<file path="src/hw/rtl/fw_pkg.sv">
// Shared constants, types and control bundles for the Fenwick range-sum block.
`default_nettype none

package fw_pkg;

  localparam int MAX_ELEMENTS = 1024;
  localparam int VALUE_BITS   = 32;
  localparam int IDX_BITS     = $clog2(MAX_ELEMENTS);
  localparam int LEN_BITS     = 11;
  // a tree node may step one power of two past the top while walking upward
  localparam int NODE_BITS    = IDX_BITS + 2;

  typedef logic [VALUE_BITS-1:0] value_t;
  typedef logic [IDX_BITS-1:0]   idx_t;
  typedef logic [LEN_BITS-1:0]   len_t;
  typedef logic [NODE_BITS-1:0]  node_t;

  localparam len_t LEN_RESET = len_t'(MAX_ELEMENTS);

  typedef enum logic [1:0] {
    OP_ADD   = 2'd0,
    OP_SET   = 2'd1,
    OP_RANGE = 2'd2,
    OP_READ  = 2'd3
  } op_t;

  typedef enum logic [3:0] {
    ST_CLEAR,
    ST_IDLE,
    ST_ELEM_RD,
    ST_ELEM_WB,
    ST_UPD,
    ST_SUM_HI,
    ST_SUM_LO,
    ST_DRAIN,
    ST_FINISH
  } state_t;

  typedef struct packed {
    logic load;
    logic clr_step;
    logic elem_wr;
    logic upd_step;
    logic sum_step;
    logic sum_sub;
    logic load_lo;
    logic finish;
  } fw_cmd_t;

  typedef struct packed {
    logic clr_last;
    logic in_err;
    logic in_range;
    op_t  op;
    logic upd_end;
    logic sum_end;
  } fw_stat_t;

endpackage

`default_nettype wire

</file>
<file path="src/hw/rtl/fw_ctrl.sv">
// Controller state machine: sequences clearing, element access and tree walks.
`default_nettype none

module fw_ctrl
  import fw_pkg::*;
(
  input  wire logic     clk,
  input  wire logic     rst,
  input  wire logic     start,
  output logic          busy,
  input  wire fw_stat_t stat,
  output fw_cmd_t       cmd
);

  state_t state, state_next;

  always_ff @(posedge clk) begin
    if (rst) begin
      state <= ST_CLEAR;
    end else begin
      state <= state_next;
    end
  end

  always_comb begin
    state_next = state;
    cmd        = '0;
    busy       = (state != ST_IDLE);
    case (state)
      ST_CLEAR: begin
        cmd.clr_step = 1'b1;
        if (stat.clr_last) state_next = ST_IDLE;
      end
      ST_IDLE: begin
        if (start) begin
          cmd.load = 1'b1;
          if (stat.in_err) state_next = ST_DRAIN;
          else if (stat.in_range) state_next = ST_SUM_HI;
          else state_next = ST_ELEM_RD;
        end
      end
      ST_ELEM_RD: state_next = ST_ELEM_WB;
      ST_ELEM_WB: begin
        cmd.elem_wr = 1'b1;
        if (stat.op == OP_READ) state_next = ST_FINISH;
        else state_next = ST_UPD;
      end
      ST_UPD: begin
        if (stat.upd_end) state_next = ST_DRAIN;
        else cmd.upd_step = 1'b1;
      end
      ST_SUM_HI: begin
        if (stat.sum_end) begin
          cmd.load_lo = 1'b1;
          state_next  = ST_SUM_LO;
        end else begin
          cmd.sum_step = 1'b1;
        end
      end
      ST_SUM_LO: begin
        if (stat.sum_end) begin
          state_next = ST_DRAIN;
        end else begin
          cmd.sum_step = 1'b1;
          cmd.sum_sub  = 1'b1;
        end
      end
      // last tree read or write lands here
      ST_DRAIN: state_next = ST_FINISH;
      ST_FINISH: begin
        cmd.finish = 1'b1;
        state_next = ST_IDLE;
      end
      default: state_next = ST_IDLE;
    endcase
  end

endmodule

`default_nettype wire

</file>
<file path="config.mk">
export PLATFORM = sky130hd
export DESIGN_NAME = fw_ctrl
export DESIGN_NICKNAME = d
export VERILOG_FILES = /design/src/hw/rtl/fw_pkg.sv /design/src/hw/rtl/fw_ctrl.sv
export SDC_FILE = /design/constraint.sdc
export NUM_CORES = 1
export LEC_CHECK = 0
export BUFFER_PORTS_ARGS = -buffer_cell sky130_fd_sc_hd__buf_2
export CAP_MARGIN = 10
export CORE_AREA = 4 4 41 43
export DETAILED_ROUTE_END_ITERATION = 8
export DIE_AREA = 0 0 45 47
export PLACE_DENSITY = 0.53
export SLEW_MARGIN = 20
export SYNTH_ARGS = -nofsm -noshare
export SYNTH_HDL_FRONTEND = slang
export SYNTH_SLANG_ARGS = --single-unit
</file>
<file path="constraint.sdc">
create_clock -name clk -period 1.7 [get_ports clk]
set_input_delay 0.255 -clock clk [delete_from_list [all_inputs] [get_ports clk]]
set_output_delay 0.255 -clock clk [all_outputs]
set_load 0.05 [all_outputs]
</file>
Word-level counts from Yosys, hierarchy flattened:

Index checks and enable logic that the tools add are counted.

* equality and inequality tests: 15
* muxes and demuxes: 22
* reductions and logical operators: 2

Operators with widths (number)
* one-hot mux 4 bit (8 select lines): 1
* two-way mux 4 bit: 6
* equality test 4 x 3 -> 1 bit (second input constant): 4
* two-way mux 1 bit: 11
* inequality test 2 bit (second input constant): 5
* equality test 4 x 2 -> 1 bit (second input constant): 2
* two-way mux 3 bit: 2
* AND reduction 5 bit: 1
* equality test 4 x 1 -> 1 bit (second input constant): 1
* equality test 4 bit (second input constant): 1
* logical NOT 4 bit: 1
* inequality test 4 x 1 -> 1 bit (second input constant): 1
* equality test 2 bit (second input constant): 1
* two-way mux 2 bit: 1
* one-hot mux 1 bit (2 select lines): 1

* bits in registers: 4
* input bits: 10
* output and inout port bits: 9
* logic and storage cells: 40

Logic depth before layout (Yosys ltp):

Gate-level depths: netlist (run 1).

* word-level depth: 4
* depth in mapped cells: 5

Worst setup path after synthesis (run 1):

Ideal clock, no wire load.

* path kind: register to register
* from: reg state[3]
* to: reg state[0]
* library setup time: 121 ps
* data arrival time: 2682 ps
* slack: -1103 ps
* stages on the path, launching flop included: 6
* clock period less this slack: 2803 ps
* cells stage by stage: dfxtp_1 > buf_2 > nand2b_1 > nor4_1 > or3b_1 > mux2_4

* cells in the longest elaborated chain, start to end: 3
* elaborated cells on any way between the ends: 15

RTL lines
* start: declaration: RTL line fw_ctrl.sv:15 `state_t state, state_next;`
* start signal: assignment: RTL line fw_ctrl.sv:21 `state <= state_next;`
* equality test 4 x 3 -> 1 bit, or another cell as far along: RTL line fw_ctrl.sv:29 `case (state)`
* inequality test 2 bit (no line)
* AND reduction 5 bit (no line)

Parallel ways exist; a longest one is shown, timed or not.
A chain may end at the register's enable or synchronous reset.

==> results.toml, run 1 <==
[status]
status = "finished clean"

[global_routing]
grt_use_met2_pct = 15.5
use_met3_pct = 2.30
grtUsageTotal_pct = 10.2
grt_pass1_vias = 368
grt_max_degree = 8
grt.busiest_layer = "met2"
grtUsageMet1_pct = 11.3
antenna_found_initial = 0
grt-ovfl-total = 0
grt_pass1_wl_um = 1460

[power]
ir_drop_mv = 0.968
sw_frac_of_total_pct = 52.3
p_sw_mw = 0.466
finalPower_mw = 0.892
power.leakage_nw = 0.247
intPower_mw = 0.426
powerDensity_mw_per_mm2 = 1690
sequentialPowerShare_pct = 20.3
clock_power_share_pct = 13.6
p_comb_share_pct = 66.1

[cells_and_area]
reg_top3 = "state x4"
register_area_um2 = 82.6
post-route-util_pct = 40.7
largest-register = "state"
multi_input_area_um2 = 267
area_growth_pct = 54.9
n_antenna_cell = 0
final_layout_size_suffix_gt1_share_pct = 50.7
fillers = 147
largest_register_ffs = 4
fin_cells = 84
nets = 81
final_cell_mix = "buf_2, clkbuf_4, nand2_1, nor2_1, buf_4"
final_common_cell = "buf_2"

[worst_setup_path]
worstRegToRegCells = 4
endpoint_kind = "output port"
path_buf_inv = 2
cp_max_fo = 7
worstSetupStartpointType = "flop"
cp_top_family = "buffers and inverters"
path_cells = "buf_4 > nor4_4 > buf_2"
worstPathRequired_ns = 1.44
critPathMaxStageDelay_ns = 0.39
crit_type = "reg2out"
slowest_stage = "dfxtp_1"
crit_arrival_ns = 1.38
cp.depth = 3

[placement]
place_hpwl_um = 785
io_buffers = 18
dpl.cell_count = 81
gp_congestion = 0.769
pre_cts_ws_ns = 0.116

[cts]
numCtsBuffers = 3
cts_tree = "built"
htreeDepth = 1
clock_sinks = 4
clock-root-buffer = "clkbuf_4"
path_clk_slew_ns = 0.04
insertion_delay_ns = 0.24
post_cts_buffers = 0
cts_buffer_depth = 2

[logic_synthesis]
syn-num-nets = 57
ys_warn_count = 0
yosysSeqAreaShare_pct = 23.4
netlist.area_leader.share_pct = 23.4
synth_area_per_cell_um2 = 7.27
syn_area_um2 = 342
synth-seq-cells = 4
synthTopCellsByArea = "dfxtp_1, nor4_1, nand2_1, nor2_1, o21ai_0"
synthDistinctLibCells = 26
yosys.area.top_type = "dfxtp_1"
postSynthCellCount = 47

[detailed_routing]
first_pass_iters = 4
drt_iter0_drc = 11
num_vias = 420
via_per_inst = 5.00
drc = 0
drt-total-wl_um = 962
ant_nets = 0
detail_route.wl_per_cell_um = 11.5

[hold_path]
min_path_cells = 2
hold_class = "in2reg"

[floorplanning]
start_util_pct = 26.3
fp.dieH_um = 47
rows = 13
core_mm2 = 0.00130
die_area_mm2 = 0.00212
fp.dieW_um = 45
boundaryPins = 19

[timing]
skew_ns = 0.000703
fin_crit_sh_pct = 96.3
worst_pin_slew_ns = 0.317
whs_ns = 0.259
finalSetupViolations = 0
clock.fmax_mhz = 611
finalWorstSetupSlack_ns = 0.0629
post-route-min-period_ns = 1.64
rsz0062_at_grt = "false"
maxSlewHeadroom_pct = 78.8
finalHoldViolations = 0
slew_viol_final = 0

[run]
cap_violations = 0
-- repair_timing --
item | CTS | global route
setup endpoints to repair | 0 | 5
resized for setup | 0 | 6
hold endpoints to repair | 0 | 0
hold buffers | 0 | 0
-- path summary, 6_finish.rpt --
check        endpoint      from  slack, ns
max            cmd[4]  state[1]       0.06
max reg2reg  state[0]  state[1]       0.09
min reg2reg  state[3]  state[3]       0.65
min          state[2]       rst       0.26
-- per-layer routing --
layer,wire (um),up-vias,share of wire [%]
met2,477,14,50
met1,407,189,42
li1,-,213,-
met5,0,-,0
met3,45,4,4.7
met4,31,0,3.2
-- through the flow --
step,setup TNS [ns],area (um^2)
after floorplan,-0.185,374
after global placement,0,492
after detailed placement,0,492
after CTS,0,514
after global routing,0,529
final,0,529
-- cell usage after synthesis --
| cell | instances |
|---|---|
| a211oi_1 | 1 |
| a21oi_1 | 1 |
| a221oi_1 | 1 |
| a31oi_1 | 1 |
| and2_0 | 1 |
| and3_2 | 1 |
| buf_2 | 2 |
| buf_6 | 1 |
| dfxtp_1 | 4 |
| inv_1 | 3 |
| mux2_4 | 1 |
| mux2i_1 | 1 |
| nand2_1 | 5 |
| nand2b_1 | 1 |
| nand3_1 | 1 |
| nor2_1 | 5 |
| nor2b_1 | 2 |
| nor2b_4 | 1 |
| nor3_1 | 2 |
| nor3b_1 | 1 |
| nor4_1 | 4 |
| o211ai_1 | 1 |
| o21a_1 | 1 |
| o21ai_0 | 3 |
| o22ai_1 | 1 |
| or3b_1 | 1 |
-- cells by family (layout without fill, tap and decap cells) --
logic type | after synthesis | in the layout | synth area share [%]
flip-flops | 4 | 4 | 23.4
buffers and inverters | 6 | 28 | 9.52
multiplexers | 2 | 2 | 7.32
AND/OR/NAND/NOR | 25 | 25 | 41.0
AO/OA/AOI/OAI | 10 | 10 | 18.7
-- cell type report --
cell class              count  share of cell area, %
well taps                  15                   3.55
multi-input cells          37                   50.4
flip-flops and latches      4                   15.6
clock buffers               3                   4.26
repair buffers             22                   24.1
inverters                   3                   2.13
-- power by group through the flow --
stage                     logic [mW]  registers (mW)  clock network (mW)
after floorplan                0.487           0.156                   0
after global placement         0.590           0.178                   0
after detailed placement       0.585           0.178                   0
after CTS                      0.586           0.177               0.126
after global routing           0.639           0.188               0.127
final                          0.590           0.181               0.121
No activity file was read; power rests on OpenSTA's default activity.
==> run 2: changes to the inputs <==
- ABC_AREA: not set -> 1
- PLACE_DENSITY: 0.53 -> 0.55
==> run 2 against run 1 <==
  * Via count rose by 3.1%
  * Cell area decreased by 3.8%
  * Maximum frequency rose by 4.0%
  * Hold slack worse by 0.059 ns
  * Clock skew rose by 0.0024 ns
  * Synthesized cell count rose by 47%
==> results.toml, run 2 <==
[status]
status = "finished clean"

[worst_setup_path]
worstRegToRegCells = 9
endpoint_kind = "output port"
crit_arrival_ns = 1.32
path_buf_inv = 3
critPathMaxStageDelay_ns = 0.35
worstPathRequired_ns = 1.44
crit_path_frequent_cell = "inv_1"
r2r_slack_ns = 0.48
slowest_stage = "dfxtp_1"
worstSetupStartpointType = "flop"
crit_type = "reg2out"
cp_max_fo = 5
cp_top_family = "buffers and inverters"
rr_startpoint = "state[0]"
worstReg2RegEnd = "state[1]"
path_cells = "inv_1 > nand2_1 > nor2_1 > inv_1 > nor2_2 > buf_2"

[logic_synthesis]
netlist.area_leader.share_pct = 21.9
synth_edf_count = 0
yosysSeqAreaShare_pct = 21.9
synth_top_flop_cell = "dfxtp_1"
ys_async_sr_fraction_pct = 0
postSynthCellCount = 69
synthTopCellsByCount = "inv_1, nor2_1, nand2_1"
syn_area_um2 = 365
synth_area_per_cell_um2 = 5.29
synthTopCellsByArea = "dfxtp_1, inv_1, nor2_1, nand2_1, nand3_1"
yosys.area.top_type = "dfxtp_1"
ys_warn_count = 0
syn-num-nets = 79
synthDistinctLibCells = 13
synth-seq-cells = 4

[detailed_routing]
num_vias = 433
ant_nets = 0
drt-total-wl_um = 951
via_per_inst = 4.12
drt_iter0_drc = 6
first_pass_iters = 4
drc = 0
detail_route.wl_per_cell_um = 9.06

[floorplanning]
boundaryPins = 19
die_area_mm2 = 0.00212
start_util_pct = 28.1
fp.dieH_um = 47
rows = 13
core_mm2 = 0.00130
fp.dieW_um = 45

[cells_and_area]
nets = 102
final_common_cell = "buf_2"
fin_cells = 105
final_layout_size_suffix_gt1_share_pct = 36.7
n_antenna_cell = 0
reg_top3 = "state x4"
largest-register = "state"
area_growth_pct = 39.4
largest_register_ffs = 4
final_cell_mix = "buf_2, inv_1, nand2_1, nor2_1, nand3_1"

[power]
sequentialPowerShare_pct = 19.5
ir_drop_mv = 0.531
powerDensity_mw_per_mm2 = 1740
sw_frac_of_total_pct = 57.8
clock_power_share_pct = 13.2
intPower_mw = 0.373
p_comb_share_pct = 67.4
power.leakage_nw = 0.332
p_sw_mw = 0.511

[placement]
io_buffers = 18
place_hpwl_um = 823
gp_congestion = 0.736
dpl.cell_count = 102

[cts]
numCtsBuffers = 3
clock_sinks = 4
hold_buffers = 0
cts_buffer_depth = 2
post_cts_buffers = 0
htreeDepth = 1
path_clk_slew_ns = 0.04
clock-root-buffer = "clkbuf_4"
insertion_delay_ns = 0.23
cts_tree = "built"
cts_resized = 0

[timing]
finalHoldViolations = 0
clock.fmax_mhz = 635
finalSetupTns_ns = 0
skew_ns = 0.00312
slew_viol_final = 0
maxSlewHeadroom_pct = 83.2
finalSetupViolations = 0
fin_crit_sh_pct = 92.6
rsz0062_at_grt = "false"
post-route-min-period_ns = 1.57
worst_pin_slew_ns = 0.253

[hold_path]
hold_class = "in2reg"
min_path_cells = 2
hp-start = "rst"
worstHoldEndpoint = "state[3]"

[run]
cap_violations = 0

[global_routing]
grt_pass1_wl_um = 1590
grt-ovfl-total = 0
grtUsageTotal_pct = 10.1
grt_pass1_vias = 393
grt_max_degree = 8
antenna_found_initial = 0
-- run 2: changes by cell type in the layout (fill, tap and decap cells not counted), sizes merged, moves of 2 or more --
cell    previous run  this run
clkbuf             6         3
inv                3        17
nand2              5        16
nand3              1         7
nor2               5        17
nor2b              3         0
nor4               4         0
o21bai             0         2
-- run 2: metrics by stage --
step                setup slack [ns]  power [mW]  util (%)  area [um^2]  hold WS, ns
finish                         0.125       0.884      39.1          509        0.200
global route                  0.0190       0.970      39.1          509        0.193
CTS                            0.110       0.896      39.1          509        0.192
detailed placement             0.367       0.772      37.4          487        0.442
global placement               0.380       0.777      37.4          487        0.435
floorplan                      0.101       0.647         -          378        0.327
-- run 2: metal layers --
layer / wire [um] / track usage [%] / up-vias
met4: 20 / 5.26 / 0
met5: 0 / 0 / -
li1: - / - / 250
met3: 74 / 1.92 / 2
met2: 415 / 14.4 / 12
met1: 440 / 14.4 / 169
-- run 2: power by group through the flow --
stage | registers, mW | logic [mW] | clock network (mW)
after floorplan | 0.162 | 0.485 | 0
after global placement | 0.172 | 0.605 | 0
after detailed placement | 0.172 | 0.600 | 0
after CTS | 0.172 | 0.602 | 0.123
after global routing | 0.179 | 0.662 | 0.129
final | 0.172 | 0.595 | 0.117
-- run 2: cells by family (layout without fill, tap and decap cells) --
| family | after synthesis | after routing | synth area share [%] |
|---|---|---|---|
| compound gates | 6 | 6 | 10.3 |
| flops | 4 | 4 | 21.9 |
| simple gates | 42 | 42 | 50.3 |
| buf+inv | 17 | 38 | 17.5 |
-- run 2: how the worst max path moves through the flow --
stage / end / slack, ns / start / depth (start not counted)
after global placement: cmd[0] / 0.38 / state[1] / 4
final: cmd[7] / 0.13 / state[2] / 6
after detailed placement: cmd[7] / 0.37 / state[2] / 6
after floorplan: cmd[7] / 0.10 / state[0] / 4
after global routing: cmd[7] / 0.02 / state[2] / 6
after CTS: cmd[7] / 0.11 / state[0] / 5
-- run 2: final cells by class --
| class | instances | area [um^2] |
|---|---|---|
| Timing Repair Buffer | 18 | 90.1 |
| Tap cell | 15 | 18.8 |
| Fill cell | 153 | 792 |
| Sequential cell | 4 | 80.1 |
| Clock buffer | 3 | 22.5 |
| Inverter | 17 | 63.8 |
| Multi-Input combinational cell | 48 | 234 |
==> run 3: changes to the inputs <==
- REMOVE_ABC_BUFFERS: not set -> 1
==> run 3 against run 2 <==
  * Critical endpoint unchanged
  * Sequential cell count stayed put
  * Clock skew is 0.0020 ns lower
  * Clock-buffer cell count stayed put
  * Combinational power is 2% lower
  * Maximum frequency is 1.1% higher
  * Core utilization is 0.77 points lower
  * Clock power is 3% lower
  * Total power is 1.7% lower
  * First-iteration DRC count is 50% lower
  * Sequential power hardly changed
==> results.toml, run 3 (same netlist as run 2, synthesis figures left out) <==
[hold_path]
min_path_cells = 2
hp-start = "rst"
worstHoldEndpoint = "state[3]"
hold_class = "in2reg"

[global_routing]
grt_pass1_wl_um = 1610
grtUsageTotal_pct = 10.7
grt_max_degree = 8
antenna_found_initial = 0
grt-ovfl-total = 0
grt_pass1_vias = 428

[timing]
worst_pin_slew_ns = 0.250
post-route-min-period_ns = 1.56
skew_ns = 0.00114
rsz0062_at_grt = "false"
clock.fmax_mhz = 642
maxSlewHeadroom_pct = 83.4
slew_viol_final = 0
fin_crit_sh_pct = 91.6
finalWorstSetupSlack_ns = 0.143
whs_ns = 0.197
finalSetupViolations = 0
finalHoldViolations = 0

[power]
ir_drop_mv = 0.624
finalPower_mw = 0.869
p_sw_mw = 0.495
power.leakage_nw = 0.331
p_comb_share_pct = 67.4
sw_frac_of_total_pct = 56.9
clock_power_share_pct = 13.0
powerDensity_mw_per_mm2 = 1740
sequentialPowerShare_pct = 19.6
intPower_mw = 0.374

[status]
status = "finished clean"

[floorplanning]
start_util_pct = 28.1
fp.dieH_um = 47
core_mm2 = 0.00130
boundaryPins = 19
die_area_mm2 = 0.00212
fp.dieW_um = 45
rows = 13

[cells_and_area]
final_cell_mix = "buf_2, inv_1, nand2_1, nor2_1, nand3_1"
area_growth_pct = 36.6
largest-register = "state"
largest_register_ffs = 4
final_common_cell = "buf_2"
nets = 102
final_layout_size_suffix_gt1_share_pct = 34.4
post-route-util_pct = 38.4
n_antenna_cell = 0
reg_top3 = "state x4"

[detailed_routing]
ant_nets = 0
via_per_inst = 4.24
detail_route.wl_per_cell_um = 8.61
drt_iter0_drc = 3
drc = 0
drt-total-wl_um = 904
num_vias = 445
first_pass_iters = 4

[worst_setup_path]
r2r_slack_ns = 0.50
worstSetupStartpointType = "flop"
endpoint_kind = "output port"
crit_arrival_ns = 1.30
rr_startpoint = "state[3]"
worstPathRequired_ns = 1.44
worstRegToRegCells = 9
cp_max_fo = 6
crit_type = "reg2out"
worstReg2RegEnd = "state[1]"

[cts]
clock-root-buffer = "clkbuf_4"
cts_tree = "built"
hold_buffers = 0
htreeDepth = 1
path_clk_slew_ns = 0.04
clock_sinks = 4
cts_buffer_depth = 2
numCtsBuffers = 3
insertion_delay_ns = 0.23

[placement]
gp_congestion = 0.766
io_buffers = 18
place_hpwl_um = 787
pre_cts_ws_ns = 0.348

[run]
cap_violations = 0
run 3: power groups by stage:
stage / Sequential, mW / Clock, mW / Combinational (mW)
3_5_place_dp: 0.172 / 0 / 0.582
4_1_cts: 0.171 / 0.122 / 0.584
3_3_place_gp: 0.171 / 0 / 0.584
6_report: 0.170 / 0.113 / 0.586
5_1_grt: 0.177 / 0.126 / 0.666
2_1_floorplan: 0.161 / 0 / 0.476
run 3: area by class of cell:
class,count,area (um^2)
fillers,158,802
multi-input cells,48,224
repair buffers,18,90.1
flip-flops and latches,4,80.1
inverters,17,63.8
clock buffers,3,22.5
well taps,15,18.8
run 3: per-layer routing:
layer,wire length [um],vias to the layer above,track usage (%)
met5,0,-,0
met2,440,8,17.5
met3,51,0,2.68
li1,-,252,-
met1,412,185,12.3
met4,0,0,7.02
run 3: through the flow:
| stage | TNS, ns | instances | cell area (um^2) |
|---|---|---|---|
| after CTS | 0 | 105 | 497 |
| after global placement | 0 | 102 | 474 |
| after floorplan | -0.402 | 69 | 365 |
| final | 0 | 105 | 499 |
| after global routing | 0 | 105 | 499 |
| after detailed placement | 0 | 102 | 474 |
run 3: what timing repair did:
action	in CTS	in global routing
resized for setup	0	1
buffers inserted	0	0
endpoints found under the hold margin	0	0
endpoints found under the setup margin	0	1
run 3: how the worst max path moves through the flow:
stage,slack [ns],to,from,cells past startpoint
3_5_place_dp,0.35,cmd[7],state[0],5
2_1_floorplan,-0.17,cmd[0],state[0],3
5_1_grt,0.008,cmd[7],state[0],5
6_report,0.14,cmd[7],state[0],5
3_3_place_gp,0.36,cmd[7],state[3],6
4_1_cts,0.09,cmd[7],state[0],5
run 3: critical path, cell delays in order, from the launching register on:
cell     delay [ns]
dfxtp_1        0.41
nand2_1        0.11
nor2_2         0.16
inv_1          0.06
nor2_1         0.07
buf_2          0.26
